`src/rtl/ssdc_pkg.sv`:
```
// shared types and constants for the divisible-subarray counter
// no dependencies; used by ssdc_dp, ssdc_ctrl and the top module
package ssdc_pkg;

  localparam int VAL_W       = 16;
  localparam int MOD_W       = 11;
  localparam int TOTAL_W     = 32;
  localparam int CNT_W       = 17;
  localparam int MAX_MODULUS = 1024;
  localparam int RES_W       = $clog2(MAX_MODULUS);
  localparam int SUM_W       = VAL_W + 2;
  localparam int MAG_W       = VAL_W;
  localparam int DIV_BITS    = 4;
  localparam int DIV_STEPS   = MAG_W / DIV_BITS;
  localparam int STEP_W      = $clog2(DIV_STEPS);
  localparam int EPOCH_W     = 8;
  localparam int RAM_W       = EPOCH_W + CNT_W;

  localparam logic [CNT_W-1:0]   COUNT_MAX  = '1;
  localparam logic [TOTAL_W-1:0] TOTAL_MAX  = '1;
  localparam logic [EPOCH_W-1:0] EPOCH_MAX  = '1;
  localparam logic [EPOCH_W-1:0] EPOCH_CLR  = '0;
  localparam logic [EPOCH_W-1:0] EPOCH_INIT = EPOCH_W'(1);

  typedef struct packed {
    logic signed [VAL_W-1:0] value;
    logic                    last;
  } in_beat_t;

  typedef struct packed {
    logic [TOTAL_W-1:0] total;
    logic               last_res;
  } out_beat_t;

  // one histogram entry, valid only when its tag matches the current epoch
  typedef struct packed {
    logic [EPOCH_W-1:0] epoch;
    logic [CNT_W-1:0]   count;
  } hist_word_t;

  typedef struct packed {
    logic load;
    logic div_step;
    logic look;
    logic update;
    logic clr_step;
  } dp_cmd_t;

  typedef struct packed {
    logic div_last;
    logic clr_last;
    logic wrap;
  } dp_stat_t;

  typedef enum logic [2:0] {
    ST_CLEAR,
    ST_IDLE,
    ST_DIV,
    ST_LOOK,
    ST_UPD
  } state_e;

endpackage

```
`src/rtl/ssdc_ctrl.sv`:
```
// controller: sequences clear pass, remainder steps, lookup and update
// depends on ssdc_pkg
module ssdc_ctrl (
  input  logic               clk_i,
  input  logic               rst_ni,
  input  logic               in_valid_i,
  output logic               in_stall_o,
  output logic               out_valid_o,
  input  logic               out_stall_i,
  output ssdc_pkg::dp_cmd_t  cmd_o,
  input  ssdc_pkg::dp_stat_t stat_i
);

  ssdc_pkg::state_e state_q, state_d;
  logic             out_valid_q, out_valid_d;
  logic             out_free;

  assign out_free = !out_valid_q || !out_stall_i;

  always_comb begin
    state_d = state_q;
    case (state_q)
      ssdc_pkg::ST_CLEAR: begin
        if (stat_i.clr_last) state_d = ssdc_pkg::ST_IDLE;
      end
      ssdc_pkg::ST_IDLE: begin
        if (in_valid_i) state_d = ssdc_pkg::ST_DIV;
      end
      ssdc_pkg::ST_DIV: begin
        if (stat_i.div_last) state_d = ssdc_pkg::ST_LOOK;
      end
      ssdc_pkg::ST_LOOK: begin
        state_d = ssdc_pkg::ST_UPD;
      end
      ssdc_pkg::ST_UPD: begin
        if (out_free) begin
          state_d = stat_i.wrap ? ssdc_pkg::ST_CLEAR : ssdc_pkg::ST_IDLE;
        end
      end
      default: begin
        state_d = ssdc_pkg::ST_CLEAR;
      end
    endcase
  end

  always_comb begin
    cmd_o       = '0;
    in_stall_o  = 1'b1;
    out_valid_d = out_valid_q && out_stall_i;
    case (state_q)
      ssdc_pkg::ST_CLEAR: begin
        cmd_o.clr_step = 1'b1;
      end
      ssdc_pkg::ST_IDLE: begin
        in_stall_o = 1'b0;
        cmd_o.load = in_valid_i;
      end
      ssdc_pkg::ST_DIV: begin
        cmd_o.div_step = 1'b1;
      end
      ssdc_pkg::ST_LOOK: begin
        cmd_o.look = 1'b1;
      end
      ssdc_pkg::ST_UPD: begin
        cmd_o.update = out_free;
        if (out_free) out_valid_d = 1'b1;
      end
      default: begin
        cmd_o = '0;
      end
    endcase
  end

  always_ff @(posedge clk_i or negedge rst_ni) begin
    if (!rst_ni) begin
      state_q     <= ssdc_pkg::ST_CLEAR;
      out_valid_q <= 1'b0;
    end else begin
      state_q     <= state_d;
      out_valid_q <= out_valid_d;
    end
  end

  assign out_valid_o = out_valid_q;

  // result register must never be overwritten while a beat waits
  a_no_overwrite: assert property (@(posedge clk_i) disable iff (!rst_ni)
    cmd_o.update |-> (!out_valid_q || !out_stall_i))
    else $error("result overwritten while stalled");

  a_update_shows: assert property (@(posedge clk_i) disable iff (!rst_ni)
    cmd_o.update |=> out_valid_q)
    else $error("update did not raise output valid");

  a_div_to_look: assert property (@(posedge clk_i) disable iff (!rst_ni)
    (state_q == ssdc_pkg::ST_DIV && stat_i.div_last) |=> cmd_o.look)
    else $error("lookup did not follow last remainder step");

  a_no_load_busy: assert property (@(posedge clk_i) disable iff (!rst_ni)
    cmd_o.load |=> (state_q == ssdc_pkg::ST_DIV && !cmd_o.load))
    else $error("item taken while busy");

endmodule

```
`config.mk`:
```
export PLATFORM = sky130hd
export DESIGN_NAME = ssdc_ctrl
export DESIGN_NICKNAME = d
export VERILOG_FILES = /design/src/rtl/ssdc_pkg.sv /design/src/rtl/ssdc_ctrl.sv
export SDC_FILE = /design/constraint.sdc
export NUM_CORES = 1
export LEC_CHECK = 0
export BUFFER_PORTS_ARGS = -buffer_cell sky130_fd_sc_hd__buf_2
export CAP_MARGIN = 20
export CORE_AREA = 2 2 39 41
export DETAILED_ROUTE_END_ITERATION = 8
export DIE_AREA = 0 0 41 43
export HOLD_SLACK_MARGIN = 0.06
export PLACE_DENSITY = 0.42
export SYNTH_ARGS = -nofsm -noshare
export SYNTH_HDL_FRONTEND = slang
export SYNTH_SLANG_ARGS = --single-unit
```
`constraint.sdc`:
```
create_clock -name clk_i -period 1 [get_ports clk_i]
set_input_delay 0.1 -clock clk_i [delete_from_list [all_inputs] [get_ports clk_i]]
set_output_delay 0.1 -clock clk_i [all_outputs]
set_load 0.02 [all_outputs]
```
==> results.md, run 1 <==
- Overall via count from detail_route: 277
- Critical path class: reg2out
- CTS tree: done
- Worst r2r dst: state_q[0]$_DFFE_PN0P_
- Yosys warning total: 0
- Final worst slack: -0.211 ns
- Max stage delay on crit path: roughly 0.47 ns
- Most used cell, CP: nor2b_4
- Max cap viols: 0
- Hold EP: state_q[0]$_DFFE_PN0P_
- Clock buffer depth: 2
- Slew HR: 87.1%
- DR iter-0 viols: 1
- Crit Path Max Fanout: 6
- Synth cell types: 16
- Post-DRT Antenna Nets: 0
- I/O pin cnt: 14
- Vias in the first global route: 265
- Pre-CTS WS: -0.0130 ns
- DRC errors left: 0
- Fin nets: 61
- Core area: 0.00138 sq mm
- Final Hold Viols: 0
- CTS Root Cell: clkbuf_4
- Fin Clk Skew: 0.00337 ns
- HP Start: stat_i[2]
- Critical-path cell list: nor2b_4 > nor2b_4 > buf_6
- Grt total ovfl: 0
- Final RePlAce weighted congestion: 0.651
- Worst Hold Class: in2reg
- Routed WL: 694 um
- Final Non-Filler Cells: 68
- Pwr/cell area: 3170 mW/mm^2
- Leak Pwr: around 0.00026 uW
- First-pass GRT wire length: between 1000 and 1500 um
- Netlist Area Pre-Place: ~240 sq um
- Post-route design area: 527 sq um
- Critical-path top delay cell: dfrtp_2
- Core Util, Final: 38.1%
- Violated checks: setup timing
- Unrepaired setup endpoints after global routing: yes
- R2R depth: 4
- DP Area: 355 sq um
- Seq/Total Area, Yosys: 41.7%
- Tcrit/Tclk final: 121%
- Syn_area_per_cell: 9.61 sq um
- Chip width: 41 um
- DR pass1 iterations: 2
- Slew Viols, Final: 0
- Layout cells sized above 1: 80.8%
- Outcome: complete, but fails checks
- DR vias/cell: 4.07
- H-tree depth: 1
- Tmin final: 1.21 ns
- Initial antenna violation count: 0
- Worst slew pin tran: between 0.15 and 0.2 ns
- WP data arrival: around 1.1 ns
- Drt wl/cell: 10.2 um
- Hold Path Stages: 3
- Largest net degree at the start of global routing: 7
- Clock buffer count from CTS: 3
- Syn nets: 32
- # rows: 14
- Reg-to-reg startpoint: state_q[0]$_DFFE_PN0P_
- Post-DP HPWL: ~460 um
- Reg2reg setup slack: -0.04 ns
- Die area: approximately 0.0018 sq mm
- Clk_lat worst skew: between 0.2 and 0.25 ns
- Area grow syn2layout: 119%
- DP Cell Count: 58
- Worst Setup Start Kind: flip-flop
- Peak VDD IR: 1.30 mV
- Clock-pin slew on the worst setup and hold paths: 0.04 ns
- # setup viols final: 9
- Initial Util: between 10% and 20%
- Yosys reg bits: 4
- Worst setup EP type: output port
- Worst Setup SP: state_q[2]$_DFFE_PN0P_
- CTS Sinks: 4
- Height of the die: 43 um
- Crit path required time: approximately 0.9 ns
- Ant. Diodes: 0
- Count of input and output buffers: 13
- GR Util All Layers: a little under a tenth
- Fmax: 0.825 GHz
- Syn Inst Count: 25
[synthesized netlist by cell type]
cell | count | area, sq um
and2_4 | 1 | 8.76
buf_4 | 1 | 7.51
dfrtp_1 | 4 | 100
inv_1 | 1 | 3.75
mux2_2 | 1 | 11.3
nand2_1 | 4 | 15.0
nand2_2 | 1 | 6.26
nand3_1 | 1 | 5.00
nand3b_1 | 1 | 7.51
nor2_1 | 3 | 11.3
nor2b_1 | 1 | 6.26
nor2b_2 | 1 | 8.76
nor3_1 | 2 | 10.0
o211ai_1 | 1 | 7.51
o211ai_2 | 1 | 12.5
o21bai_4 | 1 | 18.8
[cells in the final DEF (no fill, tap or decap)]
master and instances:
o211ai_2 1, clkbuf_4 3, mux2_2 1, nand3b_1 1, o21bai_4 1, nor2_2 1
buf_6 8, nand3_2 1, dfrtp_1 1, buf_2 8, inv_1 1, buf_4 7
o211ai_1 1, nand2_4 1, nor2b_4 2, nor2_1 1, dlygate4sd3_1 2, nand2_1 3
nor2_4 1, and2_4 1, dfrtp_2 3, nand2_2 1, nor3_2 2
[state kept, by name, summed over array words and instances, names as in the netlist]
name	count
state_q	3
out_valid_o	1
[where the power goes]
group	internal, uW	leakage (uW)	switching, uW
Combinational	636	0.000201	485
Sequential	241	0.0000480	118
Clock	134	0.0000138	57.6
[what timing repair did]
| action | CTS | global route |
|---|---|---|
| endpoints found under the hold margin | 5 | 0 |
| hold buffers | 2 | 0 |
| pin swaps | 8 | 1 |
| cloned | 0 | 0 |
| resized for setup | 13 | 13 |
| endpoints found under the setup margin | 8 | 10 |
| setup buffers | 7 | 1 |
[cell type report]
cell class | count | area (sq um)
well taps | 16 | 20.0
flip-flops and latches | 4 | 104
inverters | 1 | 3.75
multi-input cells | 19 | 174
fillers | 153 | 857
repair buffers | 25 | 203
clock buffers | 3 | 22.5
[logic make-up after synthesis]
group                  after synthesis  share of synthesized area, %
AOI/OAI and AO/OA                    3                          16.1
buffers and inverters                2                          4.69
DFF                                  4                          41.7
muxes                                1                          4.69
and+or+nand+nor                     15                          32.8
[metrics by stage]
stage	power, uW	hold WS, ns	TNS [ns]
floorplan	772	-0.196	-0.144
global placement	1050	-0.0907	-0.0579
detailed placement	1040	-0.0891	-0.0431
CTS	1480	0.139	-1.33
global route	1780	0.150	-1.63
finish	1670	0.137	-1.21
[how the worst max path moves through the flow]
stage	end	slack (ns)	cells after the start
6_report	cmd_o[3]	-0.21	3
5_1_grt	cmd_o[3]	-0.26	3
3_3_place_gp	cmd_o[2]	-0.02	3
3_5_place_dp	state_q[0]$_DFFE_PN0P_	-0.01	3
2_1_floorplan	cmd_o[4]	-0.05	3
4_1_cts	cmd_o[3]	-0.24	3
[worst max-delay path: cells and delay by family, from the launching register on]
family / cells / cell delay, ns
and+or+nand+nor: 2 / 0.30
buffers and inverters: 1 / 0.12
DFF: 1 / 0.47
[per-layer routing]
metal  vias to the layer above  wire (um)  GRT usage, %
met1                       127        237          11.0
met4                         0          0          12.0
met3                         0         45          1.57
met2                        11        411          11.9
li1                        139          -             -
met5                         -          0             0
(Power assumes the default switching activity.)
==> run 2, diff against run 1 <==
--- a/config.mk
+++ b/config.mk
@@ -12,6 +12,7 @@
 export DIE_AREA = 0 0 41 43
 export HOLD_SLACK_MARGIN = 0.06
 export PLACE_DENSITY = 0.42
+export SKIP_LAST_GASP = 1
 export SYNTH_ARGS = -nofsm -noshare
 export SYNTH_HDL_FRONTEND = slang
 export SYNTH_SLANG_ARGS = --single-unit
==> run 2 against run 1 <==
The run still ends with setup timing left. Global-route usage grew 0.10 points. Clock-buffer cell count unchanged. First-iteration DRC count is 100% higher. Core utilization down 0.81 points. Wire length is 5.5% lower. Sequential share of layout area is 0.43 points higher. Final area down 2.1%.
==> results.md, run 2 (synthesis gave the netlist of run 1 again) <==
- Worst setup EP type: output port
- Fin Clk Skew: 0.00335 ns
- Total Power: 1620 uW
- Die area: between 0.0015 and 0.002 sq mm
- Final worst slack: -0.211 ns
- Routed WL: 656 um
- R2R depth: 4
- Area grow syn2layout: 115%
- Chip width: roughly 41 um
- Worst slew pin tran: 0.193 ns
- Grt total ovfl: 0
- CTS tree: done
- Slew HR: 87.1%
- DR iter-0 viols: 2
- Unrepaired setup endpoints after global routing: yes
- Violated checks: setup timing
- Final RePlAce weighted congestion: around 0.65
- Most common cell after layout, fill and taps aside: buf_2
- Post-DP HPWL: 462 um
- Leak Pwr: 0.000257 uW
- Clk pwr share: 11.8%
- # rows: 14
- Count of input and output buffers: 13
- Tcrit/Tclk final: 121%
- Int Pwr: between 900 and 1000 uW
- Largest net degree at the start of global routing: 7
- Max reg flops: 3
- First-pass GRT wire length: 1020 um
- I/O pin cnt: 14
- Hold Slack: 0.137 ns
- Logic gate share of total power: 66.0%
- Slew Viols, Final: 0
- Clk_lat worst skew: around 0.23 ns
- Tmin final: 1.21 ns
- Core area: about 0.0014 sq mm
- Post-DRT Antenna Nets: 0
- Pwr/cell area: 3140 mW/mm^2
- Final Hold Viols: 0
- DR vias/cell: 4.06
- DRC errors left: 0
- Clock buffer depth: 2
- WP data arrival: 1.11 ns
- CTS Sinks: 4
- CTS Root Cell: clkbuf_4
- Crit path required time: 0.90 ns
- Initial Util: 17.4%
- GR Util All Layers: a little under a tenth
- Ant. Diodes: 0
- Height of the die: 43 um
- Fin nets: 60
- DR pass1 iterations: 2
- Drt wl/cell: between 9 and 10 um
- Flop pwr share: 22.1%
- Clock buffer count from CTS: 3
- Worst Hold Class: in2reg
- Crit Path Max Fanout: 6
- Core Util, Final: a little under two fifths
- Outcome: complete, but fails checks
- Initial antenna violation count: 0
- Overall via count from detail_route: around 270
- H-tree depth: 1
- Critical path class: reg2out
- # setup viols final: 9
- Peak VDD IR: ~1.2 mV
- Sw power: 644 uW
- Worst Setup Start Kind: flip-flop
- Fmax: 0.826 GHz
- Top register by number of flip-flops: state_q
- Hold Path Stages: 3
- Layout cells sized above 1: ~80%
- Max cap viols: 0
- Commonest non-fill, non-tap cells in the layout: buf_2, buf_6, buf_4
- Clock-pin slew on the worst setup and hold paths: 0.04 ns
- Switching fraction of total power: 39.8%
- Vias in the first global route: ~270
## run 2: cell count changes in the layout (fill, tap and decap cells not counted), sizes merged
cell | previous run | this run
buf | 23 | 22
## run 2: worst paths after layout
path / startpoint / end / slack [ns]
setup reg to reg: state_q[0]$_DFFE_PN0P_ / state_q[1]$_DFFE_PN0P_ / -0.03
min in group asynchronous: rst_ni / out_valid_o$_DFF_PN0_ / 0.20
hold reg to reg: state_q[2]$_DFFE_PN0P_ / state_q[1]$_DFFE_PN0P_ / 0.56
hold / removal: stat_i[2] / state_q[0]$_DFFE_PN0P_ / 0.14
setup / recovery: state_q[2]$_DFFE_PN0P_ / cmd_o[3] / -0.21
max in group asynchronous: rst_ni / state_q[0]$_DFFE_PN0P_ / 0.66
## run 2: power groups by stage
stage | Clock, uW | Sequential [uW] | Combinational [uW]
6_report | 191 | 358 | 1070
5_1_grt | 210 | 371 | 1150
2_1_floorplan | 0 | 302 | 470
3_5_place_dp | 0 | 312 | 732
3_3_place_gp | 0 | 310 | 738
4_1_cts | 206 | 318 | 933
## run 2: routing by layer
layer,track usage [%],vias up,share of wire [%]
li1,-,138,-
met1,11.3,123,36
met2,11.9,11,57
met3,1.57,0,6.9
met4,12.0,0,0
met5,0,-,0
## run 2: final cells by class
| cell class | instances | area, sq um |
|---|---|---|
| Sequential cell | 4 | 104 |
| Fill cell | 155 | 868 |
| Clock buffer | 3 | 22.5 |
| Inverter | 1 | 3.75 |
| Timing Repair Buffer | 24 | 191 |
| Tap cell | 16 | 20.0 |
| Multi-Input combinational cell | 19 | 174 |
## run 2: through the flow
stage | instances | TNS [ns] | setup slack (ns) | area, sq um
after CTS | 67 | -1.36 | -0.240 | 467
after detailed placement | 58 | -0.0431 | -0.0130 | 355
after global routing | 67 | -1.62 | -0.261 | 515
final | 67 | -1.19 | -0.211 | 515
after floorplan | 25 | -0.144 | -0.0511 | 240
after global placement | 58 | -0.0579 | -0.0223 | 355
## run 2: repair_timing
item                       4_1_cts  5_1_grt
pin swaps                        7        2
resized for setup               12       13
setup buffers                    7        2
hold buffers                     2        0
hold endpoints to repair         5        0
setup endpoints to repair        8       10
## run 2: worst max-delay path, stage by stage, from the launching register on
cell and delay (ns):
dfrtp_2 0.47, nor2b_4 0.15, nor2b_4 0.15, buf_6 0.12
==> run 3, diff against run 2 <==
--- a/config.mk
+++ b/config.mk
@@ -5,13 +5,15 @@
 export SDC_FILE = /design/constraint.sdc
 export NUM_CORES = 1
 export LEC_CHECK = 0
+export ABC_AREA = 1
 export BUFFER_PORTS_ARGS = -buffer_cell sky130_fd_sc_hd__buf_2
 export CAP_MARGIN = 20
 export CORE_AREA = 2 2 39 41
 export DETAILED_ROUTE_END_ITERATION = 8
 export DIE_AREA = 0 0 41 43
 export HOLD_SLACK_MARGIN = 0.06
-export PLACE_DENSITY = 0.42
+export PLACE_DENSITY = 0.45
+export REMOVE_ABC_BUFFERS = 1
 export SKIP_LAST_GASP = 1
 export SYNTH_ARGS = -nofsm -noshare
 export SYNTH_HDL_FRONTEND = slang
==> run 3 against run 2 <==
The run still ends with setup timing left. Non-clock buffer count rose by 4. Final area grew 4.6%. Global-route usage rose by 0.50 points. Final cell count increased by 27%.
==> results.md, run 3 <==
- Outcome: complete, but fails checks
- Violated checks: setup timing
- First-pass GRT wire length: ~1200 um
- Fill cells: 150
- Drt wl/cell: 8.31 um
- Reg2reg setup slack: -0.19 ns
- Top cell family by delay on the critical path: flip-flops
- CTS tree: done
- Initial Util: 20.3%
- Clock-pin slew on the worst setup and hold paths: 0.04 ns
- DP Area: ~400 sq um
- Fmax: 0.814 GHz
- Most used cell, CP: buf_6
- WP data arrival: roughly 1.1 ns
- Clk_lat worst skew: between 0.2 and 0.25 ns
- Critical-path top delay cell: dfrtp_2
- Post-route design area: about 540 sq um
- FFs w/ async S/R, synth: 100%
- Synth area leader: dfrtp_1
- Ys flop type: dfrtp_1
- Routed WL: 706 um
- Overall via count from detail_route: around 340
- Count of input and output buffers: 13
- Commonest cells in the netlist: nand2_1, inv_1, dfrtp_1, nor2_1, nor2_2
- Crit path buf inv count: 4
- Fin Clk Skew: 0.000178 ns
- Syn Inst Count: 39
- Leak Pwr: 0.000310 uW
- Critical-path cell list: buf_4 > buf_6 > nand2_2 > inv_2 > buf_6
- Max cap viols: 0
- Area grow syn2layout: 92.4%
- Worst slew pin tran: 0.146 ns
- Max stage delay on crit path: approximately 0.43 ns
- Yosys warning total: 0
- Synth area leaders: dfrtp_1, nand2_1, nor2_2
- Top register by number of flip-flops: state_q
- DRC errors left: 0
- Ant. Diodes: 0
- Syn_area_per_cell: 7.19 sq um
- Slew Viols, Final: 0
- Number of flops mapped to enable cells by yosys: 0
- I/O pin cnt: 14
- Initial antenna violation count: 0
- Register area: a little over 100 sq um
- H-tree depth: 1
- Worst setup EP type: output port
- Worst Setup Start Kind: flip-flop
- Seq/Total Area, Yosys: 35.7%
- DR pass1 iterations: 1
- Final Hold Viols: 0
- Largest net degree at the start of global routing: 7
- Commonest non-fill, non-tap cells in the layout: buf_4, nand2_1, buf_2
- Height of the die: 43 um
- CTS Sinks: 4
- Vias in the first global route: roughly 340
- R2R depth: 8
- Core area: 0.00138 sq mm
- Clock buffer depth: 2
- Crit Path Max Fanout: 4
- Chip width: 41 um
- # setup viols final: 9
- CTS Root Cell: clkbuf_4
- Top cell type's share of synthesized area: a little over a third
- Grt total ovfl: 0
- Crit path required time: 0.90 ns
- Final RePlAce weighted congestion: 0.691
- Post-DRT Antenna Nets: 0
- # rows: 14
- Netlist Area Pre-Place: around 280 sq um
- Yosys reg bits: 4
- Multi-input gate area: roughly 150 sq um
- Clock buffer count from CTS: 3
- Tcrit/Tclk final: 123%
- Peak VDD IR: roughly 1.4 mV
- Unrepaired setup endpoints after global routing: yes
- Layout cells sized above 1: 69.6%
- Final worst slack: -0.229 ns
- Top-count cell post-synth: nand2_1
- Critical path depth: 5
- Fin nets: 78
- Pwr/cell area: 3330 mW/mm^2
- Post-DP HPWL: 511 um
- Most common cell after layout, fill and taps aside: buf_4
- Pre-CTS WS: -0.0811 ns
- Max reg flops: 3
- Synth cell types: 12
- Tmin final: 1.23 ns
- Die area: 0.00176 sq mm
- Critical path class: reg2out
- DR iter-0 viols: 0
- Hold Path Stages: 3
- GR Util All Layers: under 10%
- Slew HR: about nine tenths
- DR vias/cell: about 4
- Worst Hold Class: in2reg
==> run 3: changes by cell type after synthesis, sizes merged, moves of 2 or more <==
cell / change
nor3: -2
o211ai: -2
nand2: +8
nor2: +5
nand3: +3
inv: +5
nor2b: -2
==> run 3: path summary, 6_finish.rpt <==
check | start | endpoint
min in group asynchronous | rst_ni | out_valid_o$_DFF_PN0_
hold reg to reg | out_valid_o$_DFF_PN0_ | out_valid_o$_DFF_PN0_
max in group asynchronous | rst_ni | state_q[0]$_DFFE_PN0P_
setup reg to reg | state_q[1]$_DFFE_PN0P_ | state_q[1]$_DFFE_PN0P_
hold / removal | out_stall_i | out_valid_o$_DFF_PN0_
setup / recovery | state_q[1]$_DFFE_PN0P_ | cmd_o[3]
==> run 3: metrics by stage <==
stage	TNS, ns	utilization, %	hold slack (ns)	cells	total power (uW)
floorplan	-0.352	-	-0.196	38	835
global placement	-0.444	29.4	-0.0906	74	1180
detailed placement	-0.353	29.4	-0.0934	74	1180
CTS	-1.49	36.2	0.0936	82	1630
global route	-2.15	39.0	0.108	85	1940
finish	-1.63	39.0	0.0988	85	1800
==> run 3: cell type report <==
cell class,count,share of cell area [%]
timing repair buffer,28,38.3
multi-input combinational,27,27.4
sequential,4,19.3
inverter,7,7.19
clock buffer,3,4.18
tap,16,3.71
==> run 3: timing repair <==
action	4_1_cts	5_1_grt
hold buffers	1	0
resized for setup	13	7
setup buffers	4	3
pin swaps	3	2
setup endpoints to repair	9	9
hold endpoints to repair	4	0
==> run 3: cell families (layout without fill, tap and decap cells) <==
kind of cell | after synthesis | count (layout) | share of synthesized area (%)
flops | 4 | 4 | 35.7
simple gates | 25 | 25 | 42.4
buf+inv | 8 | 38 | 17.9
compound gates | 2 | 2 | 4.02
==> run 3: per-layer routing <==
metal | share of wire (%) | vias up | GRT usage [%]
met5 | 0 | - | 0
met4 | 0 | 0 | 6.00
met3 | 4.7 | 0 | 1.57
met2 | 57 | 6 | 16.9
met1 | 38 | 155 | 10.7
li1 | - | 178 | -
==> run 3: where the power goes <==
| group | total [uW] | internal [uW] | switching, uW |
|---|---|---|---|
| logic | 1250 | 649 | 600 |
| clock network | 193 | 134 | 59.4 |
| registers | 353 | 248 | 105 |
| total | 1800 | 1030 | 765 |
==> run 3: worst reg2reg max path: stages, from the launching register on <==
cell and delay, ns:
dfrtp_2 0.43, nor2_4 0.16, buf_4 0.13, buf_4 0.10, nand3_2 0.04, nand2_1 0.07, nor2_2 0.04, nand2_1 0.04
nand2_1 0.05
